File: src/hw/rtl/iarc_pkg.sv
// ----------------------------------------------------------------------------
// iarc_pkg - shared types and codes of the atlas refcount cache
// Operation and status codes, register indexes and the controller/datapath
// command and status structs.
// ----------------------------------------------------------------------------
package iarc_pkg;

  // operation codes
  localparam logic [1:0] OP_ALLOC   = 2'd0;
  localparam logic [1:0] OP_RELEASE = 2'd1;
  localparam logic [1:0] OP_MARK    = 2'd2;
  localparam logic [1:0] OP_EVICT   = 2'd3;

  // status codes
  localparam logic [2:0] ST_OK         = 3'd0;
  localparam logic [2:0] ST_BAD_SIZE   = 3'd1;
  localparam logic [2:0] ST_ATLAS_FULL = 3'd2;
  localparam logic [2:0] ST_TABLE_FULL = 3'd3;
  localparam logic [2:0] ST_NOT_FOUND  = 3'd4;

  // register indexes
  localparam logic [1:0] REG_ATLAS_WIDTH  = 2'd0;
  localparam logic [1:0] REG_ATLAS_HEIGHT = 2'd1;
  localparam logic [1:0] REG_MAX_AGE      = 2'd2;

  // controller to datapath
  typedef struct packed {
    logic load;     // capture the input transaction, clear scan state
    logic scan;     // examine the entry at the scan index
    logic scan_adv; // step the scan index
    logic finish;   // apply the result and write back
  } iarc_cmd_t;

  // datapath to controller
  typedef struct packed {
    logic scan_last; // registered read is at the last entry
    logic found;     // key hit seen during the scan
  } iarc_stat_t;

endpackage

File: src/hw/rtl/iarc_ctrl.sv
// ----------------------------------------------------------------------------
// iarc_ctrl - transaction sequencer
// Accepts one transaction, walks the entry table through the datapath,
// then holds the result until the consumer takes it.
// ----------------------------------------------------------------------------
module iarc_ctrl (
  input  logic               clk,
  input  logic               rst,
  input  logic               in_valid,
  output logic               in_stall,
  output logic               out_valid,
  input  logic               out_stall,
  output iarc_pkg::iarc_cmd_t  cmd,
  input  iarc_pkg::iarc_stat_t stat
);
  import iarc_pkg::*;

  typedef enum logic [1:0] {S_IDLE, S_SCAN, S_FINISH} state_t;
  state_t state;

  // result register frees when taken, so a new transaction may enter meanwhile
  logic out_free;
  assign out_free = !out_valid || !out_stall;
  assign in_stall = (state != S_IDLE);

  always_comb begin
    cmd = '0;
    cmd.load     = (state == S_IDLE) && in_valid;
    cmd.scan     = (state == S_SCAN);
    cmd.scan_adv = (state == S_SCAN) && !stat.scan_last;
    cmd.finish   = (state == S_FINISH) && out_free;
  end

  // state and output valid
  always_ff @(posedge clk) begin
    if (rst) begin
      state     <= S_IDLE;
      out_valid <= 1'b0;
    end else begin
      if (cmd.finish) out_valid <= 1'b1;
      else if (!out_stall) out_valid <= 1'b0;
      case (state)
        S_IDLE:   if (in_valid) state <= S_SCAN;
        S_SCAN:   if (stat.scan_last) state <= S_FINISH;
        S_FINISH: if (out_free) state <= S_IDLE;
        default:  state <= S_IDLE;
      endcase
    end
  end

endmodule

File: config.mk
export PLATFORM = sky130hd
export DESIGN_NAME = iarc_ctrl
export DESIGN_NICKNAME = d
export VERILOG_FILES = /design/src/hw/rtl/iarc_pkg.sv /design/src/hw/rtl/iarc_ctrl.sv
export SDC_FILE = /design/constraint.sdc
export NUM_CORES = 1
export LEC_CHECK = 0
export BUFFER_PORTS_ARGS = -buffer_cell sky130_fd_sc_hd__buf_2
export CAP_MARGIN = 20
export CORE_AREA = 2 2 39 41
export DETAILED_ROUTE_END_ITERATION = 10
export DIE_AREA = 0 0 41 43
export PLACE_DENSITY = 0.41
export SLEW_MARGIN = 40
export SYNTH_ARGS = -nofsm -noshare
export SYNTH_HDL_FRONTEND = slang
export SYNTH_SLANG_ARGS = --single-unit
File: constraint.sdc
create_clock -name clk -period 2.3 [get_ports clk]
set_input_delay 0.46 -clock clk [delete_from_list [all_inputs] [get_ports clk]]
set_output_delay 0.46 -clock clk [all_outputs]
set_load 0.01 [all_outputs]
==> reports/metrics.csv, run 1 <==
stage,metric,value,unit
grt,grt_first_pass_wirelength,627,um
clock_network,clock_sinks,3,
final_layout,utilization,17.2,%
routing,wl_per_cell,8.49,um
pwr,power_density,730,mW/mm^2
die,die_w,41,um
final_layout,final_area,238,um^2
sta,report.final.slew_viol_count,0,
synthesis,syn_area,141,um^2
die,num_rows,14,
routing,initialDrtViolationCount,1,
routing,drc,0,
sta,finalHoldViolCount,0,
place,place_congestion,0.653,
die,die_h,43,um
setup_path,crit_fanout,7,
final_layout,area_delta_synth_final,68.1,%
clock_network,cts_tree,done,
sta,setup_violations,0,
routing,maxUsedRoutingLayer,met4,
final_layout,multi_input_area,77.6,um^2
clock_network,htree_levels,1,
final_layout,diodes,0,
setup_path,worstPathRequired,1.84,ns
final_layout,fillCellCount,165,
synthesis,seq_area_frac_synth,42.5,%
grt,grt_start_max_net_pins,8,
setup_path,start_kind,register,
final_layout,drive_gt1_share,41.9,%
final_layout,seq_area,60.1,um^2
synthesis,synth.ff_latch_count,3,
clock_network,cts_buffers,3,
routing,ant_nets,0,
setup_path,timing.rr.end,state[0]$_SDFFE_PP0P_,
status,outcome,"complete, no violations",
sta,fin_tns_setup,0,ns
synthesis,syn_area_per_cell,8.32,um^2
grt,grt_pass1_vias,149,
synthesis,yosysWarningCount,0,
sta,max_freq,656,MHz
grt,antenna_found_initial,0,
setup_path,timing.critical_path.to,cmd[1],
synthesis,synth_cell_types,11,
clock_network,cts_buffer_depth,2,
routing,drt_pre_antenna_iters,4,
clock_network,worstSkewPairLatency,0.23,ns
sta,grt_setup_unrepaired,false,
sta,skew,0.000369,ns
synthesis,synth_nets,23,
final_layout,num-nets-final,38,
sta,layout_min_cycle_time,1.52,ns
synthesis,synthCells,17,
clock_network,ctsHoldBuffers,0,
clock_network,clk_pin_slew,0.03,ns
setup_path,reg2regPathDepth,2,
sta,tightest_slew,0.305,ns
setup_path,arrival,1.06,ns
grt,grt_usage,6.12,%
die,start_util,10.2,%
die,io_pins,12,
final_layout,mostFrequentLayoutCell,buf_2,
routing,m1WireLength,197,um
setup_path,r2r_setup_slack,1.41,ns
clock_network,clock_tree.root_cell,clkbuf_4,
setup_path,startpoint,state[0]$_SDFFE_PP0P_,
place,post_dp_cell_area,211,um^2
routing,route.met3.wl,66,um
sta,slew_headroom,79.6,%
clock_network,cts_resized,0,
final_layout,final_cell_mix,"10 x buf_2, 3 x a21oi_1, 3 x clkbuf_4, 3 x dfxtp_1",
die,fp.dieArea,0.00176,mm^2
pwr,p_leak,0.113,nW
routing,viasPerCell,3.57,
setup_path,timing.rr.start,state[0]$_SDFFE_PP0P_,
routing,wl_met2,125,um
routing,num_vias,168,
place,io_buffers,10,
pwr,peakVddDrop,0.178,mV
grt,overflow,0,
clock_network,post_cts_buffers,0,
die,fp.coreArea,0.00138,mm^2
job,cap_violations,0,
setup_path,worstSetupPathType,reg -> out,
sta,fin_crit_sh,66.3,%
setup_path,crit_path_end_kind,primary output,
routing,drt_wl_total,399,um
min_path,hold_path.class,in -> reg,
## metal layers
metal  global-route usage (%)  vias to the layer above
li1                         -                       88
met1                     7.07                       65
met2                     5.31                       13
met3                     5.24                        2
met4                     8.00                        0
met5                        0                        -
## cell usage after synthesis
cell type | n | share of area [%]
nand3b_1 | 1 | 5.3
nor2_1 | 2 | 5.3
dfxtp_1 | 3 | 42
nor2b_1 | 2 | 8.8
or2_1 | 1 | 4.4
a2111oi_1 | 1 | 7.1
nand2b_1 | 1 | 4.4
nand4b_1 | 1 | 6.2
a21oi_1 | 3 | 11
nand2_1 | 1 | 2.7
inv_1 | 1 | 2.7
## power breakdown
group / internal (mW) / switching, mW
sequential: 0.0550 / 0.00342
combinational: 0.0127 / 0.0122
clock: 0.0649 / 0.0252
total: 0.133 / 0.0409
## layout make-up
cell class | count | share of cell area, %
multi-input combinational | 13 | 32.6
inverter | 1 | 1.58
tap | 16 | 8.42
timing repair buffer | 10 | 21.1
clock buffer | 4 | 11.1
sequential | 3 | 25.3
## critical path, cell delays in order (launching register included)
cell	delay, ns
dfxtp_1	0.40
nor2b_1	0.17
nor2b_1	0.13
buf_2	0.13
## kinds of logic (layout without fill, tap and decap cells)
family / count (synthesis) / in the layout / share of synthesized area [%]
flip-flops: 3 / 3 / 42.5
buffers and inverters: 1 / 15 / 2.65
AND/OR/NAND/NOR: 9 / 9 / 37.2
AO/OA/AOI/OAI: 4 / 4 / 17.7
## sequential cells by signal, summed over array words and instances, names as in the netlist
name and flops:
out_valid 1, state 2
## how the worst min path moves through the flow
| stage | start | to | slack, ns | cells after the start |
|---|---|---|---|---|
| floorplan | state[1]$_SDFFE_PP0P_ | state[0]$_SDFFE_PP0P_ | 0.47 | 1 |
| global placement | out_valid$_SDFFE_PP0P_ | out_valid$_SDFFE_PP0P_ | 0.48 | 2 |
| detailed placement | out_valid$_SDFFE_PP0P_ | out_valid$_SDFFE_PP0P_ | 0.48 | 2 |
| CTS | rst | out_valid$_SDFFE_PP0P_ | 0.42 | 2 |
| global route | rst | out_valid$_SDFFE_PP0P_ | 0.42 | 2 |
| finish | rst | out_valid$_SDFFE_PP0P_ | 0.42 | 2 |
## stage by stage
stage	power, mW	instances	worst slack [ns]	hold slack, ns
final	0.173	47	0.776	0.424
after global routing	0.191	47	0.608	0.421
after CTS	0.180	47	0.748	0.416
after detailed placement	0.0846	43	1.00	0.484
after global placement	0.0848	43	0.967	0.483
after floorplan	0.0713	17	0.972	0.466
(Power assumes the default switching activity.)
==> run 2, diff against run 1 <==
clock period = 1.6 ns   (was 2.3 ns; I/O delays follow)
==> reports/metrics.csv, run 2 (synthesis results as in run 1) <==
stage,metric,value,unit
status,outcome,"complete, no violations",
routing,num_vias,166,
setup_path,timing.rr.start,state[0]$_SDFFE_PP0P_,
pwr,peakVddDrop,0.203,mV
grt,grt_start_max_net_pins,8,
grt,grt_first_pass_wirelength,531,um
clock_network,worstSkewPairLatency,0.23,ns
sta,slew_headroom,80.0,%
final_layout,num-nets-final,38,
final_layout,fillCellCount,161,
final_layout,largestRegisters,"state: 2 flops, out_valid: 1 flops",
final_layout,utilization,17.2,%
min_path,hold_path.class,in -> reg,
final_layout,diodes,0,
place,dp_slack,0.443,ns
sta,tightest_slew,0.299,ns
setup_path,worstPathRequired,1.28,ns
setup_path,crit_fanout,7,
sta,fin_crit_sh,86.6,%
pwr,power,0.252,mW
clock_network,post_cts_buffers,0,
place,dp_cells,43,
sta,skew,0.00151,ns
clock_network,clock_sinks,3,
setup_path,r2r_setup_slack,0.72,ns
grt,grt_usage,5.02,%
final_layout,mostFrequentLayoutCell,buf_2,
clock_network,ctsHoldBuffers,0,
pwr,power_density,1060,mW/mm^2
final_layout,drive_gt1_share,41.9,%
die,fp.dieArea,0.00176,mm^2
clock_network,cts_buffer_depth,2,
die,num_rows,14,
final_layout,final_cell_mix,"10 x buf_2, 3 x a21oi_1, 3 x clkbuf_4, 3 x dfxtp_1",
place,post_dp_cell_area,211,um^2
routing,drc,0,
sta,setup_violations,0,
clock_network,cts_tree,done,
clock_network,cts_resized,0,
sta,max_freq,722,MHz
routing,wl_per_cell,8.51,um
routing,viasPerCell,3.53,
job,cap_violations,0,
min_path,hold_path.startpoint,rst,
pwr,p_leak,0.113,nW
place,io_buffers,10,
die,io_pins,12,
setup_path,reg2regPathDepth,2,
sta,layout_min_cycle_time,1.39,ns
routing,initialDrtViolationCount,2,
setup_path,arrival,1.07,ns
final_layout,largest_reg_flops,2,
clock_network,htree_levels,1,
clock_network,clock_tree.root_cell,clkbuf_4,
clock_network,clk_pin_slew,0.04,ns
sta,setup_ws,0.215,ns
routing,drt_wl_total,400,um
die,fp.coreArea,0.00138,mm^2
sta,whs,0.284,ns
min_path,hold_end,out_valid$_SDFFE_PP0P_,
sta,grt_setup_unrepaired,false,
min_path,min_delay_path_depth,2,
die,die_h,43,um
die,start_util,10.2,%
routing,ant_nets,0,
grt,overflow,0,
setup_path,crit_path_end_kind,primary output,
sta,report.final.slew_viol_count,0,
final_layout,regMostFlops,state,
clock_network,cts_buffers,3,
final_layout,area_delta_synth_final,68.1,%
final_layout,fin_cells,47,
place,place_congestion,0.648,
final_layout,final_area,238,um^2
setup_path,worstSetupPathType,reg -> out,
sta,finalHoldViolCount,0,
setup_path,timing.rr.end,state[0]$_SDFFE_PP0P_,
setup_path,start_kind,register,
die,die_w,41,um
sta,fin_tns_setup,0,ns
grt,antenna_found_initial,0,
grt,grt_pass1_vias,137,
routing,drt_pre_antenna_iters,2,
-- run 2: cell counts in the layout (fill, tap and decap cells not counted) --
No cell type changed its count.
-- run 2: power by group --
part | leakage [nW] | internal, mW | total, mW | switching, mW
combinational | 0.0739 | 0.0182 | 0.0360 | 0.0177
clock | 0.0150 | 0.0934 | 0.132 | 0.0384
sequential | 0.0246 | 0.0791 | 0.0839 | 0.00483
total | 0.113 | 0.191 | 0.252 | 0.0609
-- run 2: critical path, cell delays in order (launching register included) --
cell	delay [ns]
dfxtp_1	0.39
nor2b_1	0.18
nor2b_1	0.13
buf_2	0.13
-- run 2: how the worst max path moves through the flow --
stage,cells past startpoint,start,to
floorplan,2,state[0]$_SDFFE_PP0P_,cmd[1]
global placement,3,state[0]$_SDFFE_PP0P_,cmd[1]
detailed placement,3,state[0]$_SDFFE_PP0P_,cmd[1]
CTS,3,state[0]$_SDFFE_PP0P_,cmd[1]
global route,3,state[0]$_SDFFE_PP0P_,cmd[1]
finish,3,state[0]$_SDFFE_PP0P_,cmd[1]
-- run 2: area by class of cell --
type	count	area [um^2]	area share, %
multi-input combinational	13	77.6	32.6
sequential	3	60.1	25.3
timing repair buffer	10	50.0	21.1
clock buffer	4	26.3	11.1
tap	16	20.0	8.42
inverter	1	3.75	1.58
-- run 2: per-layer routing --
layer | global-route usage [%] | part of all wire [%]
met5 | 0 | 0
met4 | 6.00 | 0
met3 | 4.19 | 21
met2 | 4.06 | 30
met1 | 6.43 | 49
==> run 3, diff against run 2 <==
clock period = 1.3 ns   (was 1.6 ns; I/O delays follow)
==> reports/metrics.csv, run 3 (synthesis results as in run 1) <==
stage,metric,value,unit
status,outcome,"complete, no violations",
grt,grt_usage,5.32,%
final_layout,utilization,18.5,%
sta,report.final.slew_viol_count,0,
sta,fin_tns_setup,0,ns
setup_path,crit_fanout,6,
sta,finalHoldViolCount,0,
final_layout,area_delta_synth_final,81.4,%
die,die_h,43,um
sta,layout_min_cycle_time,1.28,ns
clock_network,cts_tree,done,
grt,grt_start_max_net_pins,8,
sta,tightest_slew,0.325,ns
final_layout,mostFrequentLayoutCell,buf_2,
pwr,p_leak,0.120,nW
grt,grt_pass1_vias,139,
die,die_w,41,um
final_layout,regMostFlops,state,
setup_path,arrival,1.02,ns
die,fp.coreArea,0.00138,mm^2
die,num_rows,14,
die,fp.dieArea,0.00176,mm^2
routing,viasPerCell,3.67,
clock_network,cts_buffers,3,
die,io_pins,12,
final_layout,final_area,256,um^2
sta,max_freq,780,MHz
routing,wl_per_cell,8.81,um
clock_network,clock_tree.root_cell,clkbuf_4,
final_layout,fillCellCount,160,
clock_network,worstSkewPairLatency,0.23,ns
grt,overflow,0,
setup_path,crit_path_end_kind,primary output,
place,io_buffers,10,
sta,setup_violations,0,
pwr,power_density,1230,mW/mm^2
final_layout,num-nets-final,39,
routing,ant_nets,0,
routing,initialDrtViolationCount,8,
routing,drt_pre_antenna_iters,4,
setup_path,worstPathRequired,1.04,ns
routing,drt_wl_total,423,um
final_layout,largestRegisters,"state: 2 flops, out_valid: 1 flops",
routing,num_vias,176,
grt,grt_first_pass_wirelength,565,um
final_layout,diodes,0,
sta,skew,0.00381,ns
clock_network,htree_levels,1,
place,post_dp_cell_area,211,um^2
min_path,hold_path.class,in -> reg,
setup_path,worstSetupPathType,reg -> out,
routing,drc,0,
die,start_util,10.2,%
pwr,power,0.315,mW
grt,antenna_found_initial,0,
job,cap_violations,0,
pwr,peakVddDrop,0.463,mV
final_layout,drive_gt1_share,56.3,%
sta,grt_setup_unrepaired,true,
final_layout,final_cell_mix,"10 x buf_2, 3 x clkbuf_4, 2 x nor2_1, 2 x a21oi_1",
final_layout,largest_reg_flops,2,
clock_network,clock_sinks,3,
clock_network,clk_pin_slew,0.04,ns
sta,slew_headroom,78.3,%
sta,fin_crit_sh,98.6,%
place,place_congestion,0.653,
setup_path,start_kind,register,
clock_network,cts_buffer_depth,2,
clock_network,ctsHoldBuffers,0,
-- run 3: cell types whose count changed in the layout (fill, tap and decap cells not counted), sizes merged --
cell,before,now
buf,10,11
-- run 3: path summary, 6_finish.rpt --
path	cells past startpoint	start	end	slack, ns
hold reg to reg	1	state[1]$_SDFFE_PP0P_	state[0]$_SDFFE_PP0P_	0.47
setup / recovery	3	state[0]$_SDFFE_PP0P_	cmd[3]	0.02
hold / removal	2	rst	state[1]$_SDFFE_PP0P_	0.21
setup reg to reg	3	state[0]$_SDFFE_PP0P_	state[0]$_SDFFE_PP0P_	0.36
-- run 3: timing repair --
item / 4_1_cts / 5_1_grt
endpoints found under the setup margin: 2 / 3
setup buffers: 0 / 1
resized for setup: 1 / 4
-- run 3: report_power, final --
group | switching (mW) | total [mW] | internal [mW] | leakage (nW)
Sequential | 0.00603 | 0.104 | 0.0976 | 0.0256
Combinational | 0.0234 | 0.0499 | 0.0265 | 0.0790
Clock | 0.0469 | 0.162 | 0.115 | 0.0150
-- run 3: metrics by stage --
step | instances | setup slack (ns) | hold slack, ns
after floorplan | 17 | 0.172 | 0.329
after global placement | 43 | 0.208 | 0.467
after detailed placement | 43 | 0.202 | 0.463
after CTS | 47 | 0.00365 | 0.213
after global routing | 48 | -0.0315 | 0.228
final | 48 | 0.0180 | 0.215
-- run 3: critical path, cell delays in order, from the launching register on --
cell	delay [ns]
dfxtp_4	0.35
or2_1	0.23
nor2_1	0.09
buf_2	0.13
-- run 3: layout make-up --
| class | instances | area (um^2) | area share, % |
|---|---|---|---|
| sequential | 3 | 65.1 | 25.4 |
| multi-input combinational | 13 | 83.8 | 32.7 |
| timing repair buffer | 11 | 57.6 | 22.4 |
| tap | 16 | 20.0 | 7.80 |
| inverter | 1 | 3.75 | 1.46 |
| clock buffer | 4 | 26.3 | 10.2 |
-- run 3: metal layers --
layer	track usage, %	vias to the layer above	wire length, um
met1	8.01	74	227
met4	6.00	0	0
li1	-	89	-
met3	3.14	0	56
met5	0	-	0
met2	4.06	13	139
